<file path="config.mk">
export PLATFORM = sky130hd
export DESIGN_NAME = ppp_async_frame_encoder_unit_flat
export DESIGN_NICKNAME = d
export VERILOG_FILES = /design/src/sv/pafe_pkg.sv /design/src/sv/pafe_if.sv /design/src/sv/pafe_front.sv /design/src/sv/pafe_queue.sv /design/src/sv/pafe_back.sv /design/src/sv/ppp_async_frame_encoder_unit.sv /design/src/flat_wrapper.sv
export SDC_FILE = /design/constraint.sdc
export NUM_CORES = 1
export LEC_CHECK = 0
export BUFFER_PORTS_ARGS = -buffer_cell sky130_fd_sc_hd__buf_2
export CAP_MARGIN = 20
export CORE_MARGIN = 2
export CORE_UTILIZATION = 50
export CTS_BUF_LIST = sky130_fd_sc_hd__clkbuf_8
export CTS_CLUSTER_SIZE = 40
export DETAILED_ROUTE_END_ITERATION = 16
export GPL_TIMING_DRIVEN = 0
export PLACE_DENSITY = 0.7
export SETUP_SLACK_MARGIN = 0.02
export SLEW_MARGIN = 0
export SYNTH_ARGS = -nofsm -noshare
export SYNTH_HDL_FRONTEND = slang
export SYNTH_HIERARCHICAL = 1
export SYNTH_SLANG_ARGS = --single-unit
export TNS_END_PERCENT = 1
</file>
<file path="constraint.sdc">
create_clock -name clk -period 3.4 [get_ports clk]
set_input_delay 0.17 -clock clk [delete_from_list [all_inputs] [get_ports clk]]
set_output_delay 0.17 -clock clk [all_outputs]
set_load 0.01 [all_outputs]
</file>
<file path="src/sv/pafe_pkg.sv">
// Shared types, constants and functions for the PPP async frame encoder.
// No dependencies; imported by the front, queue, back and top modules.
package pafe_pkg;

  localparam logic [7:0]  FLAG_BYTE  = 8'h7E;
  localparam logic [7:0]  ADDR_BYTE  = 8'hFF;
  localparam logic [7:0]  CTRL_BYTE  = 8'h03;
  localparam logic [7:0]  ESC_BYTE   = 8'h7D;
  localparam logic [7:0]  ESC_XOR    = 8'h20;
  localparam logic [7:0]  CTRL_LIMIT = 8'h20;
  localparam logic [15:0] CHECK_INIT = 16'hFFFF;
  localparam logic [15:0] CHECK_POLY = 16'h8408;

  localparam int NUM_SLOTS = 11;

  // One pending frame segment, produced by the front and expanded by the back
  typedef struct packed {
    logic       hdr;
    logic       has_data;
    logic       data_esc;
    logic [7:0] data_val;
    logic       has_fcs;
    logic       lo_esc;
    logic [7:0] lo_val;
    logic       hi_esc;
    logic [7:0] hi_val;
  } desc_t;

  function automatic logic [15:0] fold_byte(input logic [15:0] chk, input logic [7:0] b);
    logic [15:0] v;
    v = chk ^ {8'h00, b};
    for (int k = 0; k < 8; k++) begin
      v = v[0] ? ((v >> 1) ^ CHECK_POLY) : (v >> 1);
    end
    return v;
  endfunction

  function automatic logic needs_escape(input logic [7:0] b);
    return (b == FLAG_BYTE) || (b == ADDR_BYTE) || (b == ESC_BYTE) || (b < CTRL_LIMIT);
  endfunction

  localparam logic [15:0] HDR_CHECK = fold_byte(fold_byte(CHECK_INIT, ADDR_BYTE), CTRL_BYTE);

endpackage

</file>
<file path="src/sv/pafe_if.sv">
// Valid/ready channel interfaces for the PPP async frame encoder.
// No dependencies.
interface pafe_in_if;
  logic       valid;
  logic       ready;
  logic [7:0] data_byte;
  logic       first_byte;
  logic       last_byte;
  logic       no_payload;

  modport source (output valid, data_byte, first_byte, last_byte, no_payload, input ready);
  modport sink   (input valid, data_byte, first_byte, last_byte, no_payload, output ready);
endinterface

interface pafe_out_if;
  logic       valid;
  logic       ready;
  logic [7:0] out_byte;
  logic       run_end;
  logic       frame_end;

  modport source (output valid, out_byte, run_end, frame_end, input ready);
  modport sink   (input valid, out_byte, run_end, frame_end, output ready);
endinterface

</file>
<file path="src/sv/pafe_front.sv">
// Front end: accepts payload items, keeps the running FCS-16 and frame state,
// and pushes one segment descriptor per productive item. Uses pafe_pkg, pafe_in_if.
module pafe_front (
  input  logic             clk,
  input  logic             rst_n,
  pafe_in_if.sink          in_ch,
  input  logic             q_full,
  output logic             push,
  output pafe_pkg::desc_t  push_desc
);
  import pafe_pkg::*;

  logic [15:0] running_check_r, running_check_nxt;
  logic        frame_open_r, frame_open_nxt;
  logic        accept, active, has_data;
  logic [15:0] check_base, check_d, fin;

  assign in_ch.ready = !q_full;
  assign accept      = in_ch.valid && in_ch.ready;
  assign active      = in_ch.first_byte || frame_open_r;
  assign has_data    = !in_ch.no_payload;

  always_comb begin
    check_base = in_ch.first_byte ? HDR_CHECK : running_check_r;
    check_d    = has_data ? fold_byte(check_base, in_ch.data_byte) : check_base;
    fin        = ~check_d;
  end

  assign push = accept && active && (in_ch.first_byte || has_data || in_ch.last_byte);

  always_comb begin
    push_desc.hdr      = in_ch.first_byte;
    push_desc.has_data = has_data;
    push_desc.data_esc = needs_escape(in_ch.data_byte);
    push_desc.data_val = in_ch.data_byte;
    push_desc.has_fcs  = in_ch.last_byte;
    push_desc.lo_esc   = needs_escape(fin[7:0]);
    push_desc.lo_val   = fin[7:0];
    push_desc.hi_esc   = needs_escape(fin[15:8]);
    push_desc.hi_val   = fin[15:8];
  end

  always_comb begin
    running_check_nxt = running_check_r;
    frame_open_nxt    = frame_open_r;
    if (accept && active) begin
      if (in_ch.last_byte) begin
        running_check_nxt = CHECK_INIT;
        frame_open_nxt    = 1'b0;
      end else begin
        running_check_nxt = check_d;
        frame_open_nxt    = 1'b1;
      end
    end
  end

  always_ff @(posedge clk) begin
    if (!rst_n) begin
      running_check_r <= CHECK_INIT;
      frame_open_r    <= 1'b0;
    end else begin
      running_check_r <= running_check_nxt;
      frame_open_r    <= frame_open_nxt;
    end
  end

  // closed frame always leaves the check at its initial value
  assert property (@(posedge clk) disable iff (!rst_n)
    !frame_open_r |-> running_check_r == CHECK_INIT)
    else $error("check not reset while no frame is open");

  // a segment without header only comes from an open frame
  assert property (@(posedge clk) disable iff (!rst_n)
    (push && !push_desc.hdr) |-> frame_open_r)
    else $error("segment pushed outside a frame");

endmodule

</file>
<file path="src/sv/pafe_queue.sv">
// Short descriptor queue between the front and the back.
// Uses pafe_pkg for the descriptor type.
module pafe_queue #(
  parameter int DEPTH = 2
) (
  input  logic             clk,
  input  logic             rst_n,
  input  logic             push,
  input  pafe_pkg::desc_t  push_desc,
  output logic             full,
  input  logic             pop,
  output logic             q_valid,
  output pafe_pkg::desc_t  q_desc
);
  import pafe_pkg::*;

  localparam int AW = (DEPTH > 1) ? $clog2(DEPTH) : 1;
  localparam int CW = $clog2(DEPTH + 1);

  desc_t         mem [DEPTH];
  logic [AW-1:0] wr_ptr_r, rd_ptr_r;
  logic [CW-1:0] count_r, count_nxt;
  logic          do_push, do_pop;

  assign full    = (count_r == CW'(DEPTH));
  assign q_valid = (count_r != '0);
  assign q_desc  = mem[rd_ptr_r];
  assign do_push = push && !full;
  assign do_pop  = pop && q_valid;

  always_comb begin
    count_nxt = count_r;
    if (do_push && !do_pop) count_nxt = count_r + 1'b1;
    else if (!do_push && do_pop) count_nxt = count_r - 1'b1;
  end

  always_ff @(posedge clk) begin
    if (do_push) begin
      mem[wr_ptr_r] <= push_desc;
    end
  end

  always_ff @(posedge clk) begin
    if (!rst_n) begin
      wr_ptr_r <= '0;
      rd_ptr_r <= '0;
      count_r  <= '0;
    end else begin
      if (do_push) wr_ptr_r <= (wr_ptr_r == AW'(DEPTH - 1)) ? '0 : wr_ptr_r + 1'b1;
      if (do_pop)  rd_ptr_r <= (rd_ptr_r == AW'(DEPTH - 1)) ? '0 : rd_ptr_r + 1'b1;
      count_r <= count_nxt;
    end
  end

  assert property (@(posedge clk) disable iff (!rst_n)
    push |-> !full)
    else $error("push into full queue");

endmodule

</file>
<file path="src/sv/pafe_back.sv">
// Back end: expands one descriptor into the framed byte stream, one byte per cycle unless stalled.
// Uses pafe_pkg, pafe_out_if.
module pafe_back (
  input  logic             clk,
  input  logic             rst_n,
  input  logic             q_valid,
  input  pafe_pkg::desc_t  q_desc,
  output logic             pop,
  pafe_out_if.source       out_ch
);
  import pafe_pkg::*;

  localparam int SLOT_OPEN_FLAG = 0;
  localparam int SLOT_ADDR      = 1;
  localparam int SLOT_CTRL_ESC  = 2;
  localparam int SLOT_CTRL      = 3;
  localparam int SLOT_DATA_ESC  = 4;
  localparam int SLOT_DATA      = 5;
  localparam int SLOT_LO_ESC    = 6;
  localparam int SLOT_LO        = 7;
  localparam int SLOT_HI_ESC    = 8;
  localparam int SLOT_HI        = 9;
  localparam int SLOT_CLOSE     = 10;

  logic [NUM_SLOTS-1:0] mask_r, mask_nxt, load_mask, sel;
  logic [7:0]           data_r, lo_r, hi_r;
  logic [7:0]           slot_byte [NUM_SLOTS];
  logic [7:0]           byte_mux;
  logic                 xfer, last_out;

  assign sel      = mask_r & (~mask_r + 1'b1);
  assign last_out = ((mask_r & ~sel) == '0);
  assign xfer     = out_ch.valid && out_ch.ready;
  assign pop      = q_valid && ((mask_r == '0) || (xfer && last_out));

  always_comb begin
    load_mask                 = '0;
    load_mask[SLOT_OPEN_FLAG] = q_desc.hdr;
    load_mask[SLOT_ADDR]      = q_desc.hdr;
    load_mask[SLOT_CTRL_ESC]  = q_desc.hdr;
    load_mask[SLOT_CTRL]      = q_desc.hdr;
    load_mask[SLOT_DATA_ESC]  = q_desc.has_data && q_desc.data_esc;
    load_mask[SLOT_DATA]      = q_desc.has_data;
    load_mask[SLOT_LO_ESC]    = q_desc.has_fcs && q_desc.lo_esc;
    load_mask[SLOT_LO]        = q_desc.has_fcs;
    load_mask[SLOT_HI_ESC]    = q_desc.has_fcs && q_desc.hi_esc;
    load_mask[SLOT_HI]        = q_desc.has_fcs;
    load_mask[SLOT_CLOSE]     = q_desc.has_fcs;
  end

  always_comb begin
    slot_byte[SLOT_OPEN_FLAG] = FLAG_BYTE;
    slot_byte[SLOT_ADDR]      = ADDR_BYTE;
    slot_byte[SLOT_CTRL_ESC]  = ESC_BYTE;
    slot_byte[SLOT_CTRL]      = CTRL_BYTE ^ ESC_XOR;
    slot_byte[SLOT_DATA_ESC]  = ESC_BYTE;
    slot_byte[SLOT_DATA]      = data_r;
    slot_byte[SLOT_LO_ESC]    = ESC_BYTE;
    slot_byte[SLOT_LO]        = lo_r;
    slot_byte[SLOT_HI_ESC]    = ESC_BYTE;
    slot_byte[SLOT_HI]        = hi_r;
    slot_byte[SLOT_CLOSE]     = FLAG_BYTE;
    byte_mux = '0;
    for (int i = 0; i < NUM_SLOTS; i++) begin
      if (sel[i]) byte_mux = byte_mux | slot_byte[i];
    end
  end

  always_comb begin
    mask_nxt = mask_r;
    if (pop) mask_nxt = load_mask;
    else if (xfer) mask_nxt = mask_r & ~sel;
  end

  always_ff @(posedge clk) begin
    if (!rst_n) begin
      mask_r <= '0;
    end else begin
      mask_r <= mask_nxt;
    end
  end

  // stuffed values are resolved at load
  always_ff @(posedge clk) begin
    if (pop) begin
      data_r <= q_desc.data_esc ? (q_desc.data_val ^ ESC_XOR) : q_desc.data_val;
      lo_r   <= q_desc.lo_esc ? (q_desc.lo_val ^ ESC_XOR) : q_desc.lo_val;
      hi_r   <= q_desc.hi_esc ? (q_desc.hi_val ^ ESC_XOR) : q_desc.hi_val;
    end
  end

  assign out_ch.valid     = (mask_r != '0);
  assign out_ch.out_byte  = byte_mux;
  assign out_ch.run_end   = last_out;
  assign out_ch.frame_end = sel[SLOT_CLOSE];

  assert property (@(posedge clk) disable iff (!rst_n)
    (out_ch.valid && out_ch.frame_end) |-> out_ch.run_end)
    else $error("closing flag not at end of run");

endmodule

</file>
<file path="src/sv/ppp_async_frame_encoder_unit.sv">
// Top level of the PPP async frame encoder (HDLC-like framing, FCS-16).
// Depends on pafe_pkg, pafe_if, pafe_front, pafe_queue, pafe_back.
//
// Usage:
//   in_ch  : valid/ready sink of payload items (data_byte, first_byte,
//            last_byte, no_payload). An item is transferred when valid and
//            ready are both high.
//   out_ch : valid/ready source of framed bytes (out_byte, run_end,
//            frame_end). run_end flags the last byte an item produced,
//            frame_end the closing flag.
//   Items that produce no output (outside a frame, or empty mid-frame)
//   are absorbed without any output transfer.
// Path: an accepted item is registered in the descriptor queue, then loaded into the back end's slot mask.
// Throughput: the output side emits one byte per cycle while out_ch.ready
//   is high. An item yields 1 output byte for a plain payload byte, 2 for
//   an escaped one, up to 11 for a header plus payload plus check and
//   flag. The front runs ahead by QUEUE_DEPTH items.
// Reset: synchronous, active low; clears frame state, check and queue.
// Stall: when out_ch.ready is low the current byte holds; the queue fills
//   and then in_ch.ready drops.
module ppp_async_frame_encoder_unit #(
  parameter int QUEUE_DEPTH = 2
) (
  input  logic        clk,
  input  logic        rst_n,
  pafe_in_if.sink     in_ch,
  pafe_out_if.source  out_ch
);
  import pafe_pkg::*;

  logic  push, q_full, pop, q_valid;
  desc_t push_desc, q_desc;

  pafe_front u_front (
    .clk       (clk),
    .rst_n     (rst_n),
    .in_ch     (in_ch),
    .q_full    (q_full),
    .push      (push),
    .push_desc (push_desc)
  );

  pafe_queue #(
    .DEPTH (QUEUE_DEPTH)
  ) u_queue (
    .clk       (clk),
    .rst_n     (rst_n),
    .push      (push),
    .push_desc (push_desc),
    .full      (q_full),
    .pop       (pop),
    .q_valid   (q_valid),
    .q_desc    (q_desc)
  );

  pafe_back u_back (
    .clk     (clk),
    .rst_n   (rst_n),
    .q_valid (q_valid),
    .q_desc  (q_desc),
    .pop     (pop),
    .out_ch  (out_ch)
  );

endmodule

</file>
<file path="src/flat_wrapper.sv">
// flat-port wrapper written by rule: the top's interface ports become plain ports
module ppp_async_frame_encoder_unit_flat import pafe_pkg::*;
#(
  parameter int QUEUE_DEPTH = 2
)
  (clk, rst_n, in_ch_valid, in_ch_data_byte, in_ch_first_byte, in_ch_last_byte, in_ch_no_payload, in_ch_ready, out_ch_valid, out_ch_out_byte, out_ch_run_end, out_ch_frame_end, out_ch_ready);
  pafe_in_if in_ch_i ();
  pafe_out_if out_ch_i ();
  input  logic clk;
  input  logic rst_n;
  input wire logic [$bits(in_ch_i.valid)-1:0] in_ch_valid;
  input wire logic [$bits(in_ch_i.data_byte)-1:0] in_ch_data_byte;
  input wire logic [$bits(in_ch_i.first_byte)-1:0] in_ch_first_byte;
  input wire logic [$bits(in_ch_i.last_byte)-1:0] in_ch_last_byte;
  input wire logic [$bits(in_ch_i.no_payload)-1:0] in_ch_no_payload;
  output wire logic [$bits(in_ch_i.ready)-1:0] in_ch_ready;
  output wire logic [$bits(out_ch_i.valid)-1:0] out_ch_valid;
  output wire logic [$bits(out_ch_i.out_byte)-1:0] out_ch_out_byte;
  output wire logic [$bits(out_ch_i.run_end)-1:0] out_ch_run_end;
  output wire logic [$bits(out_ch_i.frame_end)-1:0] out_ch_frame_end;
  input wire logic [$bits(out_ch_i.ready)-1:0] out_ch_ready;
  assign in_ch_i.valid = in_ch_valid;
  assign in_ch_i.data_byte = in_ch_data_byte;
  assign in_ch_i.first_byte = in_ch_first_byte;
  assign in_ch_i.last_byte = in_ch_last_byte;
  assign in_ch_i.no_payload = in_ch_no_payload;
  assign in_ch_ready = in_ch_i.ready;
  assign out_ch_valid = out_ch_i.valid;
  assign out_ch_out_byte = out_ch_i.out_byte;
  assign out_ch_run_end = out_ch_i.run_end;
  assign out_ch_frame_end = out_ch_i.frame_end;
  assign out_ch_i.ready = out_ch_ready;
  ppp_async_frame_encoder_unit #(.QUEUE_DEPTH(QUEUE_DEPTH)) u_core (.clk(clk), .rst_n(rst_n), .in_ch(in_ch_i), .out_ch(out_ch_i));
endmodule
</file>
# After elaboration in Yosys (flattened, before gate mapping)
# Memories as Yosys holds them, arrays and structs flattened. A register that Yosys moved wholly into a read port is not among the register bits.
# Index checks and enable logic that the tools add are counted.
# Widths: inputs -> output; s select.
[classes]
n_eq_ne = 10
reduce_logical = 36
add_sub_neg = 5
mux = 36
bitwise = 20
order_cmp = 3
[ops]
columns = ["cell", "count"]
rows = [
  ["$mux 16", 11],
  ["$eq 8x7->1 const B", 6],
  ["$mux 7", 6],
  ["$mux 8", 4],
  ["$eq 8x8->1 const B", 3],
  ["$lt 8x6->1 const B", 3],
  ["$mux 6", 4],
  ["$not 2->3", 8],
  ["$or 8x8->8", 3],
  ["$and 11x11->11", 2],
  ["$logic_not 11->1", 2],
  ["$mux 11", 2],
  ["$not 11->11", 2],
  ["$not 16->16", 1],
  ["$xor 16x8->16", 1],
  ["$logic_and 1x1->1", 13],
  ["$logic_or 1x1->1", 13],
  ["$add 11x1->11 const B", 1],
  ["$reduce_bool 11->1", 1],
  ["$mux 1", 7],
  ["$reduce_bool 2->1", 3],
  ["$logic_not 1->1", 4],
  ["$mux 2", 2],
  ["$not 1->1", 3],
  ["4 further kinds", 5],
]
[word_totals]
output_inout_bits = 12
n_memories = 1
ram_bits = 60
in_bits = 15
ff_bits = 56
word_cells = 120
[memory_table]
columns = ["memory", "depth", "word_bits", "read_ports", "rd_clocked_by_memory_dff", "wr", "line_no", "rtl"]
rows = [
  ["u_core.u_queue.mem", 2, 30, 1, 1, 1, "pafe_queue.sv:20", "desc_t mem [DEPTH];"],
]

# Logic depth before layout (Yosys ltp)
# Gate-level depths: netlist of run 1.
[depth]
depth_word = 24
ltp_mapped = 13
ltp_nobuf = 11

# By module
# The synthesis of run 1 kept the hierarchy.
[by_module_without_submodules]
columns = ["mod", "area_each_um2", "cells_each", "instances", "seq_area_each_um2"]
rows = [
  ["pafe_queue", 2391.0, 118, 1, 1901.8],
  ["pafe_back", 1692.9, 156, 1, 940.9],
  ["pafe_front", 1540.2, 208, 1, 340.3],
]

# Worst setup path after synthesis of run 1
# Ideal clock, no wire load.
[synth_timing]
kind = "flip-flop to flip-flop"
from = "register u_core.u_back.mask_r[5]"
to = "register u_core.u_queue.count_r[1]"
arrival_time_ns = 3.290
period_less_slack_ns = 3.360
slack_ns = 0.040
path_buffers = 1
setup_time_ns = 0.070
stages_incl_launch_ff = 12
required_time_ns = 3.330
path_cell_list = "dfxtp_1 buf_6 or4_4 nor3_1 o22ai_1 nor2_1 a21o_1 and2_1 o21ai_1 ha_1 or3_1 a21boi_1"
[synth_via]
elab_chain_cells = 13
word_cells_on_any_way = 18
classes_between = "add/sub: 1; mux: 1; bitwise: 4; reduce/logical: 12"
[synth_lines]
columns = ["item", "line_no", "rtl"]
rows = [
  ["start: declaration", "pafe_back.sv:25", "logic [NUM_SLOTS-1:0] mask_r, mask_nxt, load_mask, sel;"],
  ["start signal: assignment", "pafe_back.sv:79", "mask_r <= mask_nxt;"],
  ["$not 11->11", "pafe_back.sv:31", "assign sel = mask_r & (~mask_r + 1'b1);"],
  ["$add 11x1->11", "pafe_back.sv:31", ""],
  ["$and 11x11->11", "pafe_back.sv:31", ""],
  ["$not 11->11", "pafe_back.sv:32", "assign last_out = ((mask_r & ~sel) == '0);"],
  ["$and 11x11->11", "pafe_back.sv:32", ""],
  ["$logic_not 11->1", "pafe_back.sv:32", ""],
  ["$logic_and 1x1->1", "pafe_back.sv:34", "assign pop = q_valid && ((mask_r == '0) || (xfer && last_out));"],
  ["$logic_or 1x1->1 *", "pafe_back.sv:34", ""],
  ["$logic_and 1x1->1 *", "pafe_back.sv:34", ""],
  ["named net u_core.pop", "ppp_async_frame_encoder_unit.sv:31", "logic push, q_full, pop, q_valid;"],
  ["$logic_and 1x1->1 *", "pafe_queue.sv:29", "assign do_pop = pop && q_valid;"],
  ["$logic_not 1->1", "pafe_queue.sv:33", "if (do_push && !do_pop) count_nxt = count_r + 1'b1;"],
  ["$logic_and 1x1->1", "pafe_queue.sv:33", ""],
  ["$mux 2 / $reduce_bool 2->1 (equally long branches)", "-", ""],
  ["end signal: assignment", "pafe_queue.sv:51", "count_r <= count_nxt;"],
  ["end: declaration", "pafe_queue.sv:22", "logic [CW-1:0] count_r, count_nxt;"],
]
# The timed path passes the listed nets; every way through them passes the cells marked *.
# A chain may end at the register's enable or synchronous reset.

# Worst setup path after layout of run 1
[layout_timing]
from = "register u_core.u_queue.count_r[0]"
to = "register u_core.u_queue.count_r[1]"
[layout_via]
elab_chain_cells = 9
word_cells_on_any_way = 18
classes_between = "add/sub: 2; eq/ne: 1; mux: 2; reduce/logical: 13"
[layout_lines]
columns = ["item", "line_no", "rtl"]
rows = [
  ["$eq 2x2->1 *", "pafe_queue.sv:25", "assign full = (count_r == CW'(DEPTH));"],
  ["named net u_core.q_full", "ppp_async_frame_encoder_unit.sv:31", ""],
  ["$logic_not 1->1 *", "pafe_front.sv:18", "assign in_ch.ready = !q_full;"],
  ["$logic_and 1x1->1 *", "pafe_front.sv:19", "assign accept = in_ch.valid && in_ch.ready;"],
  ["$logic_and 1x1->1 * (2 in a row)", "pafe_front.sv:29", "assign push = accept && active && (in_ch.first_byte || has_data || in_ch.last_byte);"],
  ["named net u_core.push", "ppp_async_frame_encoder_unit.sv:31", ""],
  ["$logic_and 1x1->1 *", "pafe_queue.sv:28", "assign do_push = push && !full;"],
  ["named net u_core.u_queue.do_push", "pafe_queue.sv:23", "logic do_push, do_pop;"],
  ["$logic_not 1->1", "pafe_queue.sv:34", "else if (!do_push && do_pop) count_nxt = count_r - 1'b1;"],
  ["$logic_and 1x1->1", "pafe_queue.sv:34", ""],
  ["$reduce_bool 2->1 (no source line)", "-", ""],
]
# The timed path passes the listed nets; every way through them passes the cells marked *. The select of a mux whose other input is x is not followed.

==> results.py, run 1 <==
metrics = {
    "clock_network": {
        "tritoncts.num_buffers": 17,
        "clk_pin_slew_worst_paths_ns": 0.07,
        "clock_latency_ns": 0.42,
        "tritoncts_num_sinks": 117,
        "htree_levels": 4,
        "cts_tree": "done",
        "bufs_on_longest_clock_path": 2,
        "ctsRootBufferMaster": "sky130_fd_sc_hd__clkbuf_8",
    },
    "synth": {
        "synth_seq_area_share_pct": 56.6,
        "synth_area_leaders": "sky130_fd_sc_hd__edfxtp_1 (45%), sky130_fd_sc_hd__dfxtp_1 (12%), sky130_fd_sc_hd__mux2_2 (6.0%), sky130_fd_sc_hd__nand2_1 (3.5%), sky130_fd_sc_hd__xnor2_1 (2.8%)",
        "netlist_area_um2": 5620,
        "post_synth_inst_count": 482,
        "yosysWarnings": 6,
        "synth.net_count": 498,
        "synth-edff-count": 84,
        "synth-seq-cells": 117,
        "ys.flop_type": "sky130_fd_sc_hd__edfxtp_1",
        "synthesis.area_per_instance_um2": 11.7,
        "synth_cell_type_count": 69,
        "yosys.area.top_type": "sky130_fd_sc_hd__edfxtp_1",
        "synthDominantCellAreaShare_pct": 44.8,
        "async_reset_ff_share_pct": 0,
    },
    "worst_setup_path": {
        "cp_data_required_time_ns": 3.76,
        "critical_path_class": "flip-flop to flip-flop",
        "timing.critical_path.buf_inv": 4,
        "crit_path_max_fanout": 10,
        "worst_setup_path_end_kind": "flip-flop",
        "worst_r2r_startpoint": "u_core/u_queue/count_r[0]",
        "timing.critical_path.depth": 12,
        "worst_setup_path_start_kind": "flip-flop",
        "reg2reg_slack_ns": 0.22,
        "reg2reg_depth": 12,
        "crit_path_top_delay_cell": "sky130_fd_sc_hd__clkbuf_1",
        "top_family_by_delay_on_critical_path": "buffers and inverters",
        "slowest_delay_ns": 0.47,
        "ordered_cell_list_for_the_critical_path": "nand2b_1 -> inv_2 -> nor2b_1 -> o21a_1 -> clkbuf_1 -> clkbuf_1 -> o21a_1 -> inv_1 -> nor2_1 -> ha_1 -> or3_1 -> a21boi_1",
        "endpoint_of_the_lowest_slack_register_to_register_path": "u_core/u_queue/count_r[1]",
        "cp_data_arrival_time_ns": 3.54,
        "crit_path_start": "u_core/u_queue/count_r[0]",
        "timing.critical_path.to": "u_core/u_queue/count_r[1]",
    },
    "die": {
        "dieArea_um2": 12100,
        "fp-row-count": 38,
        "core_area_um2": 10900,
        "initial_utilization_pct": 51.7,
        "die-width_um": 110,
        "boundaryPins": 27,
        "fp.dieH_um": 110,
    },
    "min_path": {
        "min_path_cells": 2,
        "min_path_type": "input pin to flip-flop",
    },
    "placement": {
        "dp_hpwl_um": 8650,
        "port_buffers": 25,
        "postPlaceCellArea_um2": 5960,
        "gp_routability_congestion": 0.904,
    },
    "timing": {
        "rsz0062_at_grt": "true",
        "final_period_minus_worst_setup_slack_ns": 3.18,
        "max-slew-margin-rel_pct": 52.0,
        "period_share_pct": 93.6,
        "hold_violations": 0,
        "max_slew.worst_pin.slew_ns": 0.713,
        "maxClockFrequency_mhz": 314,
        "final-setup-viol-count": 0,
        "fin_skew_ns": 0.00914,
        "final_max_slew_viol_count": 0,
    },
    "cells_and_area": {
        "regArea_um2": 3180,
        "area.growth.synth_to_final_pct": 14.5,
        "multi_input_comb_area_um2": 2190,
        "layout_commonest_cell": "sky130_fd_sc_hd__edfxtp_1",
        "antenna_cells": 0,
        "finalCoreUtilization_pct": 59.1,
        "design_area_um2": 6440,
        "layout.cells.most_common_list": "sky130_fd_sc_hd__edfxtp_1 (84), sky130_fd_sc_hd__nand2_1 (52), sky130_fd_sc_hd__dfxtp_1 (33)",
        "nFillCells": 898,
        "fin_nets": 549,
        "drive_above_1_share_pct": 24.0,
    },
    "drt": {
        "drt_pass_1_iters": 5,
        "post_drt_wl_per_cell_um": 18.0,
        "initialDrtViolationCount": 330,
        "via_count": 3943,
        "antenna_violating_nets_post_route": 0,
        "routed.top_layer": "met4",
        "route.detailed.vias_per_inst": 5.76,
        "routed_wl_um": 12300,
        "wirelength_met1_um": 5520,
        "detail_route.drc_violations": 0,
        "routed-wl-met2_um": 6000,
        "route.met3.wl_um": 701,
    },
    "pwr": {
        "power.static_leakage_nw": 2.40,
        "cellPowerDensity_nw_per_um2": 872,
        "worst_supply_voltage_drop_on_vdd_uv": 531,
        "power.total_mw": 5.62,
    },
    "grt": {
        "grt_first_pass_wirelength_um": 19600,
        "largest_net_degree_at_the_start_of_global_routing": 31,
        "grtUsageTotal_pct": 21.9,
        "grt_antenna_before_repair": 0,
        "via_count_of_the_first_global_routing_pass": 3735,
        "grt_remaining_overflow": 0,
    },
    "job": {
        "cap_violations": 0,
    },
    "outcome": {
        "outcome": "complete, no violations",
    },
}
-- power breakdown --
group	total (mW)	switching (mW)	internal, mW
sequential	2.04	0.139	1.90
combinational	2.27	1.33	0.945
clock	1.31	0.578	0.729
-- Yosys cell counts, types with 4 or more instances --
master / number
sky130_fd_sc_hd__edfxtp_1: 84
sky130_fd_sc_hd__nand2_1: 52
sky130_fd_sc_hd__dfxtp_1: 33
sky130_fd_sc_hd__mux2_2: 30
sky130_fd_sc_hd__nor2_1: 25
sky130_fd_sc_hd__xnor2_1: 18
sky130_fd_sc_hd__a21oi_1: 16
sky130_fd_sc_hd__inv_1: 16
sky130_fd_sc_hd__o21ai_0: 15
sky130_fd_sc_hd__clkbuf_1: 13
sky130_fd_sc_hd__xor2_1: 13
sky130_fd_sc_hd__buf_4: 11
sky130_fd_sc_hd__o22ai_1: 11
sky130_fd_sc_hd__nand3_1: 9
sky130_fd_sc_hd__and3_1: 8
sky130_fd_sc_hd__a41o_1: 7
sky130_fd_sc_hd__buf_2: 7
sky130_fd_sc_hd__nor3_1: 7
sky130_fd_sc_hd__nor2b_1: 6
sky130_fd_sc_hd__o2bb2ai_1: 6
sky130_fd_sc_hd__and2_1: 5
sky130_fd_sc_hd__nand2b_1: 5
sky130_fd_sc_hd__o211ai_1: 5
sky130_fd_sc_hd__a2111oi_0: 4
sky130_fd_sc_hd__a221oi_1: 4
sky130_fd_sc_hd__buf_1: 4
sky130_fd_sc_hd__or3_1: 4
-- final cells by class --
class	instances	share of cell area, %
buffer	37	3.07
clock buffer	17	3.63
clock inverter	14	2.78
inverter	19	1.11
multi-input combinational	309	34.0
sequential	117	49.4
tap	140	2.72
timing repair buffer	32	3.23
-- layer usage --
| layer | global-route usage, % | vias up |
|---|---|---|
| met2 | 35.0 | 127 |
| met1 | 29.5 | 1937 |
| met5 | 0 | - |
| met4 | 7.05 | 0 |
| li1 | - | 1869 |
| met3 | 5.41 | 10 |
-- state kept, by name, indices dropped and copies added (netlist names), 2 cells and up, named ones only --
signal                          count
u_core/u_back/data_r                8
u_core/u_back/hi_r                  8
u_core/u_back/lo_r                  8
u_core/u_back/mask_r               11
u_core/u_front/running_check_r     16
u_core/u_queue/count_r              2
u_core/u_queue/mem                 60
-- kinds of logic after synthesis --
| logic type | synth area share [%] |
|---|---|
| mux | 7.21 |
| xor+xnor | 6.21 |
| flops | 56.6 |
| compound gates | 12.3 |
| buf+inv | 4.78 |
| simple gates | 12.5 |
| fa+ha+maj | 0.400 |
-- worst register-to-register path, cell delays in order, from the launching register on --
cell and delay [ns]:
sky130_fd_sc_hd__dfxtp_1 0.41, sky130_fd_sc_hd__nand2b_1 0.19, sky130_fd_sc_hd__inv_2 0.08, sky130_fd_sc_hd__nor2b_1 0.22
sky130_fd_sc_hd__o21a_1 0.16, sky130_fd_sc_hd__clkbuf_1 0.38, sky130_fd_sc_hd__clkbuf_1 0.47, sky130_fd_sc_hd__o21a_1 0.25
sky130_fd_sc_hd__inv_1 0.09, sky130_fd_sc_hd__nor2_1 0.11, sky130_fd_sc_hd__ha_1 0.27, sky130_fd_sc_hd__or3_1 0.35
sky130_fd_sc_hd__a21boi_1 0.13
-- repair_timing --
action / CTS / global route
pin swaps: 1 / 0
resized for setup: 2 / 2
hold endpoints to repair: 2 / 0
buffers inserted: 3 / 1
hold buffers: 1 / 0
setup endpoints to repair: 15 / 32
-- stage by stage --
step | worst slack, ns | setup TNS (ns) | hold slack [ns] | cells
after floorplan | 0.0400 | 0 | 0.288 | 482
after global placement | -1.06 | -41.61 | 0.355 | 647
after CTS | 0.115 | 0 | 0.0269 | 684
after global routing | -0.0178 | -0.0178 | 0.0367 | 685
final | 0.219 | 0 | 0.0528 | 685
after detailed placement | -0.226 | -1.61 | 0.358 | 649
-- worst min path at each step --
stage	start	slack, ns	endpoint
after floorplan	rst_n	0.29	u_core/u_queue/wr_ptr_r
after global placement	in_ch_data_byte[1]	0.35	u_core/u_queue/mem[0][20]
after global routing	rst_n	0.04	u_core/u_queue/wr_ptr_r
after CTS	rst_n	0.03	u_core/u_queue/wr_ptr_r
after detailed placement	in_ch_data_byte[1]	0.36	u_core/u_queue/mem[0][20]
final	rst_n	0.05	u_core/u_queue/wr_ptr_r
(Power assumes the default switching activity.)
==> run 2, diff against run 1 <==
--- a/config.mk
+++ b/config.mk
@@ -7,7 +7,6 @@
 export LEC_CHECK = 0
 export BUFFER_PORTS_ARGS = -buffer_cell sky130_fd_sc_hd__buf_2
 export CAP_MARGIN = 20
-export CORE_MARGIN = 2
 export CORE_UTILIZATION = 50
 export CTS_BUF_LIST = sky130_fd_sc_hd__clkbuf_8
 export CTS_CLUSTER_SIZE = 40
@@ -18,6 +17,5 @@
 export SLEW_MARGIN = 0
 export SYNTH_ARGS = -nofsm -noshare
 export SYNTH_HDL_FRONTEND = slang
-export SYNTH_HIERARCHICAL = 1
 export SYNTH_SLANG_ARGS = --single-unit
 export TNS_END_PERCENT = 1
==> results.py, run 2 <==
metrics = {
    "synth": {
        "synth-seq-cells": 117,
        "async_reset_ff_share_pct": 0,
        "synth-edff-count": 84,
        "synthDominantCellAreaShare_pct": 46.3,
        "netlist_area_um2": 5440,
        "synthesis.area_per_instance_um2": 11.4,
        "post_synth_inst_count": 479,
        "synth_area_leaders": "sky130_fd_sc_hd__edfxtp_1 (46%), sky130_fd_sc_hd__dfxtp_1 (12%), sky130_fd_sc_hd__mux2_2 (5.2%), sky130_fd_sc_hd__nand2_1 (4.1%), sky130_fd_sc_hd__xnor2_1 (3.7%)",
        "cell_with_the_most_instances_after_synthesis": "sky130_fd_sc_hd__edfxtp_1",
        "ys.flop_type": "sky130_fd_sc_hd__edfxtp_1",
        "yosys.area.top_type": "sky130_fd_sc_hd__edfxtp_1",
        "synth_cell_type_count": 59,
        "synth.net_count": 494,
        "synth_seq_area_share_pct": 58.5,
        "list_of_most_frequent_post_synthesis_cells": "sky130_fd_sc_hd__edfxtp_1 (84), sky130_fd_sc_hd__nand2_1 (60), sky130_fd_sc_hd__nor2_1 (34), sky130_fd_sc_hd__dfxtp_1 (33), sky130_fd_sc_hd__mux2_2 (25)",
        "yosysWarnings": 0,
    },
    "grt": {
        "grt_antenna_before_repair": 0,
        "grt_first_pass_wirelength_um": 19100,
        "via_count_of_the_first_global_routing_pass": 3764,
        "grt_remaining_overflow": 0,
        "largest_net_degree_at_the_start_of_global_routing": 32,
        "grtUsageTotal_pct": 22.7,
    },
    "die": {
        "die-width_um": 106,
        "fp-row-count": 37,
        "boundaryPins": 27,
        "dieArea_um2": 11300,
        "fp.dieH_um": 106,
        "initial_utilization_pct": 52.3,
        "core_area_um2": 10400,
    },
    "pwr": {
        "clock_power_share_pct": 39.4,
        "worst_supply_voltage_drop_on_vdd_uv": 255,
        "p_int_mw": 2.70,
        "power.static_leakage_nw": 2.33,
        "cellPowerDensity_nw_per_um2": 578,
        "combinationalPowerShare_pct": 14.8,
        "power.total_mw": 3.61,
        "netSwitchingPower_mw": 0.915,
        "sequentialPowerShare_pct": 45.8,
        "p_sw_share_pct": 25.3,
    },
    "worst_setup_path": {
        "reg2reg_slack_ns": 0.34,
        "cp_data_required_time_ns": 3.23,
        "endpoint_of_the_lowest_slack_register_to_register_path": "u_core.u_back.mask_r[0]",
        "crit_path_max_fanout": 8,
        "worst_setup_path_end_kind": "primary output",
        "cp_data_arrival_time_ns": 2.99,
        "critical_path_class": "flip-flop to primary output",
        "reg2reg_depth": 9,
        "worst_setup_path_start_kind": "flip-flop",
        "worst_r2r_startpoint": "u_core.u_back.mask_r[0]",
    },
    "placement": {
        "pre_cts_slack_ns": 0.374,
        "dp_hpwl_um": 8060,
        "place_inst": 639,
        "gp_routability_congestion": 0.887,
        "port_buffers": 24,
    },
    "drt": {
        "routed_wl_um": 11700,
        "drt_pass_1_iters": 4,
        "post_drt_wl_per_cell_um": 17.3,
        "antenna_violating_nets_post_route": 0,
        "wirelength_met1_um": 5310,
        "route.met3.wl_um": 608,
        "via_count": 3830,
        "routed.top_layer": "met4",
        "routed-wl-met2_um": 5600,
        "detail_route.drc_violations": 0,
        "initialDrtViolationCount": 323,
        "route.detailed.vias_per_inst": 5.67,
    },
    "clock_network": {
        "tritoncts_num_sinks": 117,
        "ctsRootBufferMaster": "sky130_fd_sc_hd__clkbuf_8",
        "setup_repair_bufs_after_cts": 0,
        "cts_tree": "done",
        "htree_levels": 4,
        "bufs_on_longest_clock_path": 2,
        "tritoncts.num_buffers": 17,
        "clock_latency_ns": 0.44,
        "holdBufCountCts": 5,
        "clk_pin_slew_worst_paths_ns": 0.07,
        "postCtsResizedCells": 0,
    },
    "cells_and_area": {
        "layout_commonest_cell": "sky130_fd_sc_hd__edfxtp_1",
        "layout.cells.most_common_list": "sky130_fd_sc_hd__edfxtp_1 (84), sky130_fd_sc_hd__nand2_1 (60), sky130_fd_sc_hd__dfxtp_1 (33)",
        "stdcell_count": 676,
        "area.growth.synth_to_final_pct": 14.7,
        "largest_registers": "u_core.u_queue.mem: 60 flops, u_core.u_front.running_check_r: 16 flops, u_core.u_back.mask_r: 11 flops",
        "multi_input_comb_area_um2": 2070,
        "nFillCells": 845,
        "drive_above_1_share_pct": 16.5,
        "regArea_um2": 3180,
        "finalCoreUtilization_pct": 59.9,
        "max_ffs_per_register": 60,
        "fin_nets": 542,
        "max_flop_register": "u_core.u_queue.mem",
        "antenna_cells": 0,
    },
    "timing": {
        "fin_skew_ns": 0.0105,
        "rsz0062_at_grt": "false",
        "final-setup-viol-count": 0,
        "maxClockFrequency_mhz": 317,
        "max-slew-margin-rel_pct": 39.3,
        "hold_violations": 0,
        "final_period_minus_worst_setup_slack_ns": 3.16,
        "max_slew.worst_pin.slew_ns": 0.908,
        "postLayoutSetupSlackWorst_ns": 0.242,
        "period_share_pct": 92.9,
        "final_max_slew_viol_count": 0,
    },
    "min_path": {
        "min_path_cells": 1,
        "min_path_type": "input pin to flip-flop",
        "whs_endpoint": "u_core.u_queue.mem[0][24]",
        "min-delay-start": "in_ch_data_byte[5]",
    },
    "job": {
        "cap_violations": 0,
    },
    "outcome": {
        "outcome": "complete, no violations",
    },
}
run 2: worst max path at each step:
stage,start,endpoint,slack (ns),cells after the start
global placement,in_ch_first_byte,u_core.u_queue.mem[0][25],-0.84,6
global route,u_core.u_back.mask_r[0],out_ch_out_byte[4],0.05,8
detailed placement,in_ch_first_byte,u_core.u_queue.mem[0][21],0.37,6
floorplan,in_ch_first_byte,u_core.u_queue.mem[0][0],0.54,5
CTS,u_core.u_back.mask_r[0],out_ch_out_byte[5],0.24,7
finish,u_core.u_back.mask_r[0],out_ch_out_byte[5],0.24,7
run 2: power groups by stage:
stage | Sequential [mW] | Clock, mW | Combinational (mW)
CTS | 1.65 | 1.44 | 0.534
floorplan | 1.67 | 0 | 0.374
detailed placement | 1.68 | 0 | 0.524
finish | 1.65 | 1.42 | 0.533
global route | 1.66 | 1.50 | 0.586
global placement | 1.68 | 0 | 0.511
run 2: layout make-up:
cell class / instances / share of cell area [%]
clock buffers: 17 / 3.75
inverters: 23 / 1.38
plain buffers: 26 / 1.82
repair buffers: 29 / 2.73
well taps: 136 / 2.73
flip-flops and latches: 117 / 51.0
clock inverters: 15 / 3.39
multi-input cells: 313 / 33.2
run 2: critical path, cell delays in order, from the launching register on:
cell                       delay [ns]
sky130_fd_sc_hd__dfxtp_1         0.38
sky130_fd_sc_hd__or4_1           0.53
sky130_fd_sc_hd__buf_2           0.16
sky130_fd_sc_hd__nor3_1          0.50
sky130_fd_sc_hd__and3_1          0.24
sky130_fd_sc_hd__clkbuf_1        0.34
sky130_fd_sc_hd__a221o_1         0.25
sky130_fd_sc_hd__buf_2           0.13
run 2: logic make-up (layout without fill, tap and decap cells):
group	Yosys count	in the layout	share of synthesized area, %
AOI/OAI and AO/OA	82	82	10.3
xor gates and xnor gates	44	44	7.86
adders and majority gates	1	1	0.184
buffers and inverters	49	110	3.68
DFF	117	117	58.5
muxes	30	30	6.09
and+or+nand+nor	156	156	13.4
run 2: stage by stage:
step | hold WS (ns) | setup TNS (ns) | area, um^2
floorplan | 0.269 | 0 | 5440
global placement | 0.380 | -49.77 | 5730
detailed placement | 0.380 | 0 | 5750
CTS | 0.0124 | 0 | 6240
global route | 0.0102 | 0 | 6240
finish | 0.0287 | 0 | 6240
run 2: routing by layer:
layer | vias to the layer above | track usage, %
li1 | 1840 | -
met5 | - | 0
met1 | 1828 | 29.1
met4 | 0 | 8.23
met2 | 141 | 36.9
met3 | 21 | 5.89
